`src/sv/fifo_with_search_and_remove_macros.svh`:
```
// ----------------------------------------------------------------------------
// fifo_with_search_and_remove_macros.svh
// Assertion macros for the queue block. Clock is clk, reset is rst.
// ----------------------------------------------------------------------------
`ifndef FIFO_WITH_SEARCH_AND_REMOVE_MACROS_SVH
`define FIFO_WITH_SEARCH_AND_REMOVE_MACROS_SVH

// Same-cycle implication.
`define FWSR_ASSERT_NOW(lbl, ante, cons, msg) \
  lbl: assert property (@(posedge clk) disable iff (rst) (ante) |-> (cons)) \
    else $error(msg);

// Next-cycle implication.
`define FWSR_ASSERT_NEXT(lbl, ante, cons, msg) \
  lbl: assert property (@(posedge clk) disable iff (rst) (ante) |=> (cons)) \
    else $error(msg);

`endif

```
`src/sv/fwsr_pkg.sv`:
```
// ----------------------------------------------------------------------------
// fwsr_pkg
// Types and constants shared by the queue controller, datapath and top level.
// ----------------------------------------------------------------------------
package fwsr_pkg;

  localparam int DATA_W = 32;
  localparam int POS_W  = 4;
  localparam int LEN_W  = 5;

  typedef enum logic [1:0] {
    KIND_PUSH   = 2'd0,
    KIND_POP    = 2'd1,
    KIND_FIND   = 2'd2,
    KIND_REMOVE = 2'd3
  } kind_t;

  typedef enum logic [1:0] {
    STATUS_OK       = 2'd0,
    STATUS_FULL     = 2'd1,
    STATUS_EMPTY    = 2'd2,
    STATUS_NOTFOUND = 2'd3
  } status_t;

  typedef struct packed {
    kind_t                     kind;
    logic signed [DATA_W-1:0]  value;
  } item_t;

  typedef struct packed {
    status_t                   status;
    logic signed [DATA_W-1:0]  out_value;
    logic [POS_W-1:0]          position;
    logic [LEN_W-1:0]          length;
  } result_t;

  typedef enum logic [1:0] {
    ST_IDLE,
    ST_POP,
    ST_SCAN,
    ST_SHIFT
  } state_t;

  // controller -> datapath
  typedef struct packed {
    logic accept;      // load item, issue read of head
    logic quick;       // result known at accept (push, or empty queue)
    logic pop_done;
    logic scan_step;
    logic find_hit;
    logic miss;
    logic shift_start;
    logic shift_step;
    logic shift_done;
  } cmd_t;

  // datapath -> controller
  typedef struct packed {
    kind_t kind;       // kind of the item in flight
    logic  empty;
    logic  hit;        // read data matches key
    logic  last;       // compared entry is the last valid one
    logic  more;       // shift data still inside the queue
  } stat_t;

endpackage

```
`src/sv/fwsr_ctrl.sv`:
```
// ----------------------------------------------------------------------------
// fwsr_ctrl
// Sequencer for the queue: accept, pop read, search walk and shift-down.
// ----------------------------------------------------------------------------
module fwsr_ctrl (
  input  logic            clk,
  input  logic            rst,
  input  logic            start,
  input  fwsr_pkg::kind_t in_kind,
  input  fwsr_pkg::stat_t st,
  output logic            busy,
  output fwsr_pkg::cmd_t  cmd
);

  fwsr_pkg::state_t state, state_next;
  logic             quick_case;

  assign quick_case = (in_kind == fwsr_pkg::KIND_PUSH) || st.empty;

  always_ff @(posedge clk) begin
    if (rst) begin
      state <= fwsr_pkg::ST_IDLE;
    end else begin
      state <= state_next;
    end
  end

  always_comb begin
    state_next = state;
    case (state)
      fwsr_pkg::ST_IDLE: begin
        if (start && !quick_case) begin
          state_next = (in_kind == fwsr_pkg::KIND_POP) ? fwsr_pkg::ST_POP
                                                       : fwsr_pkg::ST_SCAN;
        end
      end
      fwsr_pkg::ST_POP: begin
        state_next = fwsr_pkg::ST_IDLE;
      end
      fwsr_pkg::ST_SCAN: begin
        if (st.hit) begin
          state_next = (st.kind == fwsr_pkg::KIND_REMOVE) ? fwsr_pkg::ST_SHIFT
                                                          : fwsr_pkg::ST_IDLE;
        end else if (st.last) begin
          state_next = fwsr_pkg::ST_IDLE;
        end
      end
      fwsr_pkg::ST_SHIFT: begin
        if (!st.more) begin
          state_next = fwsr_pkg::ST_IDLE;
        end
      end
      default: state_next = fwsr_pkg::ST_IDLE;
    endcase
  end

  always_comb begin
    cmd  = '0;
    busy = (state != fwsr_pkg::ST_IDLE);
    case (state)
      fwsr_pkg::ST_IDLE: begin
        if (start) begin
          cmd.accept = 1'b1;
          cmd.quick  = quick_case;
        end
      end
      fwsr_pkg::ST_POP: begin
        cmd.pop_done = 1'b1;
      end
      fwsr_pkg::ST_SCAN: begin
        if (st.hit) begin
          if (st.kind == fwsr_pkg::KIND_REMOVE) begin
            cmd.shift_start = 1'b1;
          end else begin
            cmd.find_hit = 1'b1;
          end
        end else if (st.last) begin
          cmd.miss = 1'b1;
        end else begin
          cmd.scan_step = 1'b1;
        end
      end
      fwsr_pkg::ST_SHIFT: begin
        if (st.more) begin
          cmd.shift_step = 1'b1;
        end else begin
          cmd.shift_done = 1'b1;
        end
      end
      default: cmd = '0;
    endcase
  end

endmodule

```
`src/sv/fwsr_dpath.sv`:
```
// ----------------------------------------------------------------------------
// fwsr_dpath
// Circular entry store with head pointer and count, search index, and the
// result register.
// ----------------------------------------------------------------------------
module fwsr_dpath #(
  parameter int DEPTH = 16
) (
  input  logic              clk,
  input  logic              rst,
  input  fwsr_pkg::item_t   item,
  input  fwsr_pkg::cmd_t    cmd,
  output fwsr_pkg::stat_t   st,
  output logic              done,
  output fwsr_pkg::result_t result
);

  localparam int DW = fwsr_pkg::DATA_W;
  localparam int PW = fwsr_pkg::POS_W;
  localparam int LW = fwsr_pkg::LEN_W;
  localparam int AW = $clog2(DEPTH);
  localparam int CW = $clog2(DEPTH + 1);
  localparam int IW = $clog2(DEPTH + 2);
  localparam logic [AW+1:0] DEPTH_W = (AW+2)'(DEPTH);

  logic [DW-1:0]   mem [DEPTH];
  logic [DW-1:0]   rdata;
  logic [AW-1:0]   raddr, waddr;
  logic [DW-1:0]   wdata;
  logic            we;

  logic [AW-1:0]   head;
  logic [CW-1:0]   count;
  logic [IW-1:0]   idx;       // next index to read; rdata holds idx-1
  logic [IW-1:0]   pos;
  logic [DW-1:0]   key;
  fwsr_pkg::kind_t kind;
  logic            full;
  logic            push_ok;

  // head + offset modulo DEPTH; both operands below DEPTH+2
  function automatic logic [AW-1:0] wrap(input logic [AW:0] base,
                                         input logic [AW:0] off);
    logic [AW+1:0] s;
    s = {1'b0, base} + {1'b0, off};
    if (s >= DEPTH_W) begin
      s = s - DEPTH_W;
    end
    return s[AW-1:0];
  endfunction

  assign full    = (count == CW'(DEPTH));
  assign push_ok = cmd.quick && (item.kind == fwsr_pkg::KIND_PUSH) && !full;

  assign raddr = cmd.accept ? head : wrap({1'b0, head}, (AW+1)'(idx));
  assign we    = push_ok || cmd.shift_step;
  assign waddr = push_ok ? wrap({1'b0, head}, (AW+1)'(count))
                         : wrap({1'b0, head}, (AW+1)'(idx - IW'(2)));
  assign wdata = push_ok ? item.value : rdata;

  always_ff @(posedge clk) begin
    if (we) begin
      mem[waddr] <= wdata;
    end
    rdata <= mem[raddr];
  end

  assign st.kind  = kind;
  assign st.empty = (count == '0);
  assign st.hit   = (rdata == key);
  assign st.last  = (IW'(count) <= idx);
  assign st.more  = (idx <= IW'(count));

  always_ff @(posedge clk) begin
    if (rst) begin
      count <= '0;
      head  <= '0;
      done  <= 1'b0;
    end else begin
      done <= cmd.quick || cmd.pop_done || cmd.find_hit || cmd.miss || cmd.shift_done;
      if (push_ok) begin
        count <= count + CW'(1);
      end else if (cmd.pop_done || cmd.shift_done) begin
        count <= count - CW'(1);
      end
      if (cmd.pop_done) begin
        head <= wrap({1'b0, head}, (AW+1)'(1));
      end
    end
  end

  always_ff @(posedge clk) begin
    if (cmd.accept) begin
      key  <= item.value;
      kind <= item.kind;
      idx  <= IW'(1);
    end else if (cmd.scan_step || cmd.shift_start || cmd.shift_step) begin
      idx <= idx + IW'(1);
    end
    if (cmd.shift_start) begin
      pos <= idx - IW'(1);
    end

    if (cmd.quick) begin
      result.out_value <= '0;
      result.position  <= '0;
      case (item.kind)
        fwsr_pkg::KIND_PUSH: begin
          if (full) begin
            result.status <= fwsr_pkg::STATUS_FULL;
            result.length <= LW'(count);
          end else begin
            result.status <= fwsr_pkg::STATUS_OK;
            result.length <= LW'(count + CW'(1));
          end
        end
        fwsr_pkg::KIND_POP: begin
          result.status <= fwsr_pkg::STATUS_EMPTY;
          result.length <= LW'(count);
        end
        default: begin
          result.status <= fwsr_pkg::STATUS_NOTFOUND;
          result.length <= LW'(count);
        end
      endcase
    end else if (cmd.pop_done) begin
      result.status    <= fwsr_pkg::STATUS_OK;
      result.out_value <= rdata;
      result.position  <= '0;
      result.length    <= LW'(count - CW'(1));
    end else if (cmd.find_hit) begin
      result.status    <= fwsr_pkg::STATUS_OK;
      result.out_value <= '0;
      result.position  <= PW'(idx - IW'(1));
      result.length    <= LW'(count);
    end else if (cmd.miss) begin
      result.status    <= fwsr_pkg::STATUS_NOTFOUND;
      result.out_value <= '0;
      result.position  <= '0;
      result.length    <= LW'(count);
    end else if (cmd.shift_done) begin
      result.status    <= fwsr_pkg::STATUS_OK;
      result.out_value <= '0;
      result.position  <= PW'(pos);
      result.length    <= LW'(count - CW'(1));
    end
  end

endmodule

```
`src/sv/fifo_with_search_and_remove.sv`:
```
// ----------------------------------------------------------------------------
// fifo_with_search_and_remove
// Bounded queue of signed words with push, pop, find and remove-first-match.
// ----------------------------------------------------------------------------
//  channel  ports                      transfer
//  input    start, busy, item          start high while busy low
//  result   done, result               done high for one cycle
//
//  Push, and any operation on an empty queue: result in the cycle after accept.
//  Pop: result after one registered read of the head slot and the ST_POP state.
//  Find: walks the entries from the head until a match or the last valid entry;
//  remove then shifts the tail down over the match, one store write per cycle.
//  The single read port of the store keeps busy high until a pop, find or remove ends.
//  Reset clears state, count, head and done only; busy is low right after reset.
//  The result side has no back-pressure.
// ----------------------------------------------------------------------------
`include "fifo_with_search_and_remove_macros.svh"

module fifo_with_search_and_remove #(
  parameter int DEPTH = 16
) (
  input  logic              clk,
  input  logic              rst,
  input  logic              start,
  output logic              busy,
  input  fwsr_pkg::item_t   item,
  output logic              done,
  output fwsr_pkg::result_t result
);

  fwsr_pkg::cmd_t  cmd;
  fwsr_pkg::stat_t st;
  logic            accept;
  logic            res_fail;
  logic            res_empty;

  assign accept    = start && !busy;
  assign res_fail  = done && (result.status != fwsr_pkg::STATUS_OK);
  assign res_empty = done && (result.status == fwsr_pkg::STATUS_EMPTY);

  fwsr_ctrl u_ctrl (
    .clk     (clk),
    .rst     (rst),
    .start   (start),
    .in_kind (item.kind),
    .st      (st),
    .busy    (busy),
    .cmd     (cmd)
  );

  fwsr_dpath #(
    .DEPTH (DEPTH)
  ) u_dpath (
    .clk    (clk),
    .rst    (rst),
    .item   (item),
    .cmd    (cmd),
    .st     (st),
    .done   (done),
    .result (result)
  );

  `FWSR_ASSERT_NEXT(a_accept_progress, accept, done || busy, "accepted item lost")
  `FWSR_ASSERT_NOW(a_fail_no_value, res_fail, result.out_value == '0, "failure carried a value")
  `FWSR_ASSERT_NOW(a_empty_len, res_empty, result.length == '0, "empty pop with nonzero length")

endmodule

```
`config.mk`:
```
export PLATFORM = sky130hd
export DESIGN_NAME = fifo_with_search_and_remove
export DESIGN_NICKNAME = d
export VERILOG_FILES = /design/src/sv/fwsr_pkg.sv /design/src/sv/fwsr_ctrl.sv /design/src/sv/fwsr_dpath.sv /design/src/sv/fifo_with_search_and_remove.sv
export VERILOG_INCLUDE_DIRS = /design/src /design/src/sv
export SDC_FILE = /design/constraint.sdc
export NUM_CORES = 1
export LEC_CHECK = 0
export BUFFER_PORTS_ARGS = -buffer_cell sky130_fd_sc_hd__buf_4
export CELL_PAD_IN_SITES_DETAIL_PLACEMENT = 1
export CELL_PAD_IN_SITES_GLOBAL_PLACEMENT = 2
export CORE_MARGIN = 5
export CORE_UTILIZATION = 47
export CTS_BUF_LIST = sky130_fd_sc_hd__clkbuf_4
export DETAILED_ROUTE_END_ITERATION = 16
export MAX_ROUTING_LAYER = met4
export PLACE_DENSITY = 0.81
export SLEW_MARGIN = 20
export SYNTH_ARGS = -nofsm -noshare
export SYNTH_HDL_FRONTEND = slang
export SYNTH_SLANG_ARGS = --single-unit
```
`constraint.sdc`:
```
create_clock -name clk -period 16.5 [get_ports clk]
set_input_delay 3.3 -clock clk [delete_from_list [all_inputs] [get_ports clk]]
set_output_delay 3.3 -clock clk [all_outputs]
set_load 0.01 [all_outputs]
```
==> flow_summary.json, run 1 <==
{
  "status": "completed",
  "ys_seq_area_frac": 0.7317,
  "leakagePower_nw": 10.35,
  "drt-total-wl_mm": 60.35,
  "maxSlewViolCount": 0,
  "gr-total-overflow": 0,
  "dr.pass1.iters": 5,
  "fin_tns_setup_ps": 0,
  "setup_viol": 0,
  "antenna_found_initial": 2,
  "cp-end-kind": "flop",
  "regToRegStartpoint": "u_ctrl.state[1]$_SDFFE_PP0P_",
  "start_util": 0.4764,
  "crit_start": "start",
  "hold_violations": 0,
  "synth_area_leaders": "edfxtp_1 66%, mux4_2 11%, dfxtp_1 6.8%",
  "clockBufferDepth": 3,
  "finalCritPeriodShare": 0.4188,
  "hold_slack_ps": 479.3,
  "grt_max_degree": 129,
  "clock_latency_ps": 990,
  "yosysTopAreaCell": "edfxtp_1",
  "yosysWarnings": 0,
  "routedWlPerCell_um": 25.45,
  "post_cts_buffers": 0,
  "n_fill_cell": 4903,
  "cp_max_fo": 44,
  "num_vias": 13379,
  "synthToLayoutAreaGrowth_pct": 14.23,
  "slew_headroom": 0.2674,
  "die-area_um2": 58320,
  "netlist_area_um2": 25190,
  "worstSetupStartpointType": "primary input",
  "hpwl_mm": 35.31,
  "power_density_nw_per_um2": 130.1,
  "synth_top_area_frac": 0.6641,
  "synthDistinctLibCells": 57,
  "cts_buffers": 163,
  "rsz0062_at_grt": "false",
  "min_path_type": "reg -> reg",
  "grt_usage": 0.2202,
  "cp.required_ps": 17130,
  "cp.arrival_ps": 7540,
  "grt_pass1_wl_mm": 91.56,
  "max_clock_freq_mhz": 144.7,
  "coreArea_um2": 52870,
  "criticalPathCategory": "in -> reg",
  "die_w_um": 241.5,
  "worst_slew_pin_slew_ps": 1099,
  "fin_total_pwr_mw": 3.743,
  "cts_tree": "built",
  "cts_root_buf": "clkbuf_4",
  "gp_congestion": 0.7581,
  "layout-drive-gt1-share": 0.3196,
  "avgSynthCellArea_um2": 18.73,
  "min_period_ps": 6911,
  "drtAntennaViolNets": 0,
  "drc": 0,
  "cts.htree.levels": 4,
  "syn_inst": 1345,
  "boundaryPins": 82,
  "fin_nets": 1620,
  "routed_via_density": 5.643,
  "drv_cap": 0,
  "skew_ps": 66.71,
  "cts_resized": 0,
  "synth_nets": 1404,
  "drt_iter0_drc": 1064,
  "cts.sinks": 642,
  "worstHoldStart": "u_dpath.result[35]$_SDFFE_PN0P_",
  "hold_buffers": 0,
  "peakVddDrop_uv": 62.45,
  "num_rows": 84,
  "portBuffers": 81,
  "die_h_um": 241.5,
  "clk_pin_slew_worst_paths_ps": 60,
  "first_global_vias": 14724,
  "synth-seq-cells": 642
}
-- cell type report --
| cell class | instances | area (um2) | share of cell area |
|---|---|---|---|
| repair buffers | 111 | 845.8 | 0.02940 |
| clock buffers | 242 | 1817 | 0.06315 |
| diodes | 3 | 7.507 | 0.0002609 |
| flip-flops and latches | 642 | 18430 | 0.6405 |
| inverters | 19 | 71.32 | 0.002479 |
| clock inverters | 42 | 237.7 | 0.008263 |
| well taps | 688 | 860.8 | 0.02992 |
| multi-input cells | 624 | 6502 | 0.2260 |
-- cell usage in the layout, fill, tap and decap left out, types with 3 or more instances in the layout --
cell type   instances
xor2_1             17
o31ai_1             3
mux2i_1            97
inv_6               3
o221ai_1            3
a21oi_1            12
nand3_1             9
nand2_1           125
buf_4             110
clkinv_2            6
clkinv_1           21
ha_1               20
dfxtp_1            85
a22oi_1            14
clkinv_4            4
or3_1               3
nor2_4             16
nand4_1             9
clkinvlp_4          3
a21o_1              4
xnor2_1            35
o21ai_0             8
mux4_2            128
nor3_1              5
nor2_1             42
nand2b_1            6
nand3b_1            4
a22o_1             20
o311ai_0            3
clkbuf_4          242
nor4_2              3
inv_1              18
diode_2             3
edfxtp_1          557
a31oi_1             4
inv_2               5
-- cells in the mapped netlist, drive strengths merged --
cell type / count
a211o: 1
a22oi: 14
o21ai: 9
a21o: 5
nand4: 9
and4: 2
nand3: 10
fa: 2
nor4: 5
ha: 20
a211oi: 1
a21oi: 13
a21boi: 2
and3: 2
mux4: 128
o31ai: 3
inv: 19
o21a: 1
or2: 1
o211ai: 2
o21bai: 1
nor2b: 2
nand3b: 4
o221ai: 3
a32oi: 1
edfxtp: 557
and4bb: 1
o311ai: 3
nor3: 6
a22o: 21
nand2: 126
o22ai: 2
nor2: 58
dfxtp: 85
xor2: 17
mux2i: 98
or3: 3
a31oi: 4
o211a: 1
o41ai: 1
xnor2: 36
nand2b: 6
clkbuf: 14
buf: 46
-- through the flow --
stage                 util  area [um2]  worst slack (ps)  cells
CTS                 0.5441       28760              9657   2368
global route        0.5442       28770              9412   2371
finish              0.5442       28770              9589   2371
detailed placement  0.5052       26710              8618   2084
floorplan                -       25190              8899   1345
global placement    0.5052       26710              8752   2084
-- routing by layer --
metal,global-route usage,wire length [um],vias to the layer above
met5,-,0,-
met3,0.05020,3323,101
met1,0.2841,25440,6986
li1,-,-,5871
met2,0.3486,30150,421
met4,0.07728,1444,0
-- worst paths after layout --
path,depth (start not counted),endpoint,slack (ps)
max reg2reg,15,u_dpath.mem[5][6]$_DFFE_PP_,11310
min,1,u_dpath.result[35]$_SDFFE_PN0P_,480
max,15,u_dpath.mem[5][6]$_DFFE_PP_,9590
min reg2reg,1,u_dpath.result[35]$_SDFFE_PN0P_,480
-- cells by family (layout without fill, tap and decap cells) --
kind of cell / after synthesis / count (layout) / share of synthesized area
compound gates: 88 / 88 / 0.02593
flops: 642 / 642 / 0.7317
mux: 226 / 226 / 0.1534
simple gates: 235 / 235 / 0.04163
other cells: 0 / 3 / 0
fa+ha+maj: 22 / 22 / 0.01153
buf+inv: 79 / 414 / 0.01664
xor+xnor: 53 / 53 / 0.01918
-- sequential cells by signal, summed over array words and instances, names as in the netlist --
signal,count
u_ctrl.state,2
u_dpath.count,5
u_dpath.done,1
u_dpath.head,4
u_dpath.idx,5
u_dpath.key,32
u_dpath.kind,2
u_dpath.mem,512
u_dpath.pos,4
u_dpath.rdata,32
u_dpath.result,43
-- power by group --
part,internal [mW],total [mW],switching (mW),leakage [nW]
clock network,0.690,1.34,0.650,1.23
registers,1.90,1.93,0.0377,5.74
logic,0.175,0.471,0.296,3.38
total,2.76,3.74,0.984,10.4
-- critical path, stage by stage --
cell and delay [ps]:
buf_4 80, nand2_1 370, inv_2 150, buf_4 600, nand3_2 130, buf_4 380, nor2_1 170, a21oi_1 70
ha_1 390, a21oi_1 100, xnor2_1 260, xor2_1 240, nand2_1 290, nor2_4 520, buf_4 440
No activity file was read; power rests on OpenSTA's default activity.
==> run 2: changes to the inputs <==
Clock period 16.5 ns to 6.6 ns, I/O delays scaled along.
==> run 2 against run 1 <==
Effect of this change:
- sequential share of layout area shrank 0.80 points
- cell count grew 1.3%
- global-route usage grew 1.5 points
- register-to-register slack lost 9600 ps
- clock-buffer cell count grew 12
- sequential power grew to 2.5 times the previous value
- first-iteration DRC count grew 16%
- die area is the same
- routed wire length grew 7.6%
- utilization grew 0.69 points
- design area grew 1.3%
==> flow_summary.json, run 2 (same netlist as run 1, synthesis figures left out) <==
{
  "dr.pass1.iters": 5,
  "final_common_cell": "edfxtp_1",
  "hold_violations": 0,
  "min_period_ps": 4900,
  "seqPwrFrac": 0.498,
  "min_path_type": "reg -> reg",
  "gr-usage-met3": 0.05931,
  "setup_viol": 0,
  "die_h_um": 241.5,
  "hold_slack_ps": 475.0,
  "worstSetupStartpointType": "flop",
  "start_util": 0.4764,
  "grt.busiest_layer": "met2",
  "routed_via_density": 5.612,
  "coreArea_um2": 52870,
  "power_switching_mw": 2.553,
  "gr-total-overflow": 0,
  "cp-end-kind": "flop",
  "largest_reg_flops": 512,
  "grt_pass1_wl_mm": 96.01,
  "cp.required_ps": 7290,
  "rsz0062_at_grt": "false",
  "top_register": "u_dpath.mem",
  "worstPathCellList": "nor2_1 -> nand2_1 -> buf_4 -> inv_2 -> buf_4 -> and3_2 -> a21boi_0 -> ha_1 -> a21o_1 -> a21oi_1 -> xnor2_1 -> xor2_1 -> nand2_1 -> nor2_4 -> buf_4",
  "cp_common_cell": "buf_4",
  "max_clock_freq_mhz": 204.1,
  "hold_buffers": 0,
  "cts_resized": 0,
  "reg_top3": "u_dpath.mem x512, u_dpath.result x43",
  "grt_max_degree": 58,
  "clk_pin_slew_worst_paths_ps": 70,
  "post_cts_buffers": 0,
  "r2r_slack_ps": 1700,
  "final_cell_mix": "557 x edfxtp_1, 254 x clkbuf_4, 128 x mux4_2",
  "maxSlewViolCount": 0,
  "comb_power_share": 0.132,
  "intPower_mw": 7.146,
  "hold_depth": 1,
  "slowest_stage": "nor2_4",
  "preCtsSetupSlack_ps": 937.5,
  "num_rows": 84,
  "routedWlPerCell_um": 27.02,
  "fin_nets": 1635,
  "clock_latency_ps": 1000,
  "gp_congestion": 0.8335,
  "first_global_vias": 14703,
  "drt_iter0_drc": 1235,
  "grt_usage": 0.2350,
  "drc": 0,
  "power_density_nw_per_um2": 332.9,
  "skew_ps": 75.47,
  "peakVddDrop_uv": 156.3,
  "swShare": 0.2632,
  "cp.arrival_ps": 5590,
  "cts.htree.levels": 4,
  "pwr-share-clk": 0.369,
  "clockBufferDepth": 3,
  "fin_tns_setup_ps": 0,
  "cp_max_fo": 25,
  "criticalPathCategory": "reg -> reg",
  "drtAntennaViolNets": 0,
  "layout-drive-gt1-share": 0.3257,
  "drt-total-wl_mm": 64.91,
  "cts_buffers": 165,
  "cts.sinks": 642,
  "n_fill_cell": 4879,
  "postLayoutSetupSlackWorst_ps": 1700,
  "met2_usage": 0.3781,
  "worst_slew_pin_slew_ps": 1005,
  "synthToLayoutAreaGrowth_pct": 15.67,
  "num_vias": 13481,
  "finalCritPeriodShare": 0.7424,
  "die_w_um": 241.5,
  "slew_headroom": 0.3155,
  "drv_cap": 0,
  "crit_path_max_incr_delay_ps": 790,
  "cts_tree": "built",
  "status": "completed",
  "boundaryPins": 82,
  "portBuffers": 81,
  "cts_root_buf": "clkbuf_4",
  "antenna_found_initial": 3,
  "hpwl_mm": 41.76,
  "leakagePower_nw": 10.54,
  "die-area_um2": 58320,
  "use_met1": 0.2962,
  "worst-r2r-cell-count": 15
}
[run 2: cell count changes in the layout (fill, tap and decap cells not counted), sizes merged, moves of 2 or more]
cell,delta
clkbuf,+12
bufinv,+4
buf,+13
clkinv,+4
inv,-2
[run 2: path summary, 6_finish.rpt]
check / startpoint / end
setup reg to reg: u_ctrl.state[1]$_SDFFE_PP0P_ / u_dpath.mem[4][20]$_DFFE_PP_
hold reg to reg: u_dpath.result[37]$_SDFFE_PN0P_ / u_dpath.result[37]$_SDFFE_PN0P_
setup / recovery: u_ctrl.state[1]$_SDFFE_PP0P_ / u_dpath.mem[4][20]$_DFFE_PP_
hold / removal: u_dpath.result[37]$_SDFFE_PN0P_ / u_dpath.result[37]$_SDFFE_PN0P_
[run 2: layout make-up]
type,count,area (um2),share of cell area
tap,688,860.8,0.02955
clock inverter,47,329.1,0.01130
clock buffer,254,1907,0.06545
sequential,642,18430,0.6325
inverter,19,71.32,0.002448
antenna,4,10.01,0.0003436
timing repair buffer,124,1018,0.03496
multi-input combinational,624,6509,0.2234
[run 2: worst max-delay path: cells and delay by family (launching register included)]
family	cells	cell delay (ps)
AND/OR/NAND/NOR	5	2050
adder cells (fa/ha/maj)	1	320
XOR/XNOR	2	430
AO/OA/AOI/OAI	3	580
buffers and inverters	4	850
flip-flops	1	370
[run 2: layer usage]
metal / part of all wire / wire length (um)
met1: 0.41 / 26610
met2: 0.51 / 32940
met3: 0.063 / 4083
met4: 0.020 / 1286
met5: 0 / 0
[run 2: per-stage QoR]
stage,utilization,area (um2),std cells,total power [mW]
2_1_floorplan,-,25190,1345,5.660
6_report,0.5511,29130,2402,9.699
3_5_place_dp,0.5086,26890,2097,6.219
3_3_place_gp,0.5085,26880,2097,6.168
4_1_cts,0.5509,29120,2398,9.818
5_1_grt,0.5511,29130,2402,10.16
[run 2: power by group through the flow]
| stage | sequential [mW] | combinational, mW | clock, mW |
|---|---|---|---|
| final | 4.83 | 1.28 | 3.58 |
| after global routing | 4.84 | 1.37 | 3.94 |
| after CTS | 4.83 | 1.30 | 3.68 |
| after detailed placement | 4.92 | 1.30 | 0 |
| after global placement | 4.91 | 1.26 | 0 |
| after floorplan | 4.89 | 0.769 | 0 |
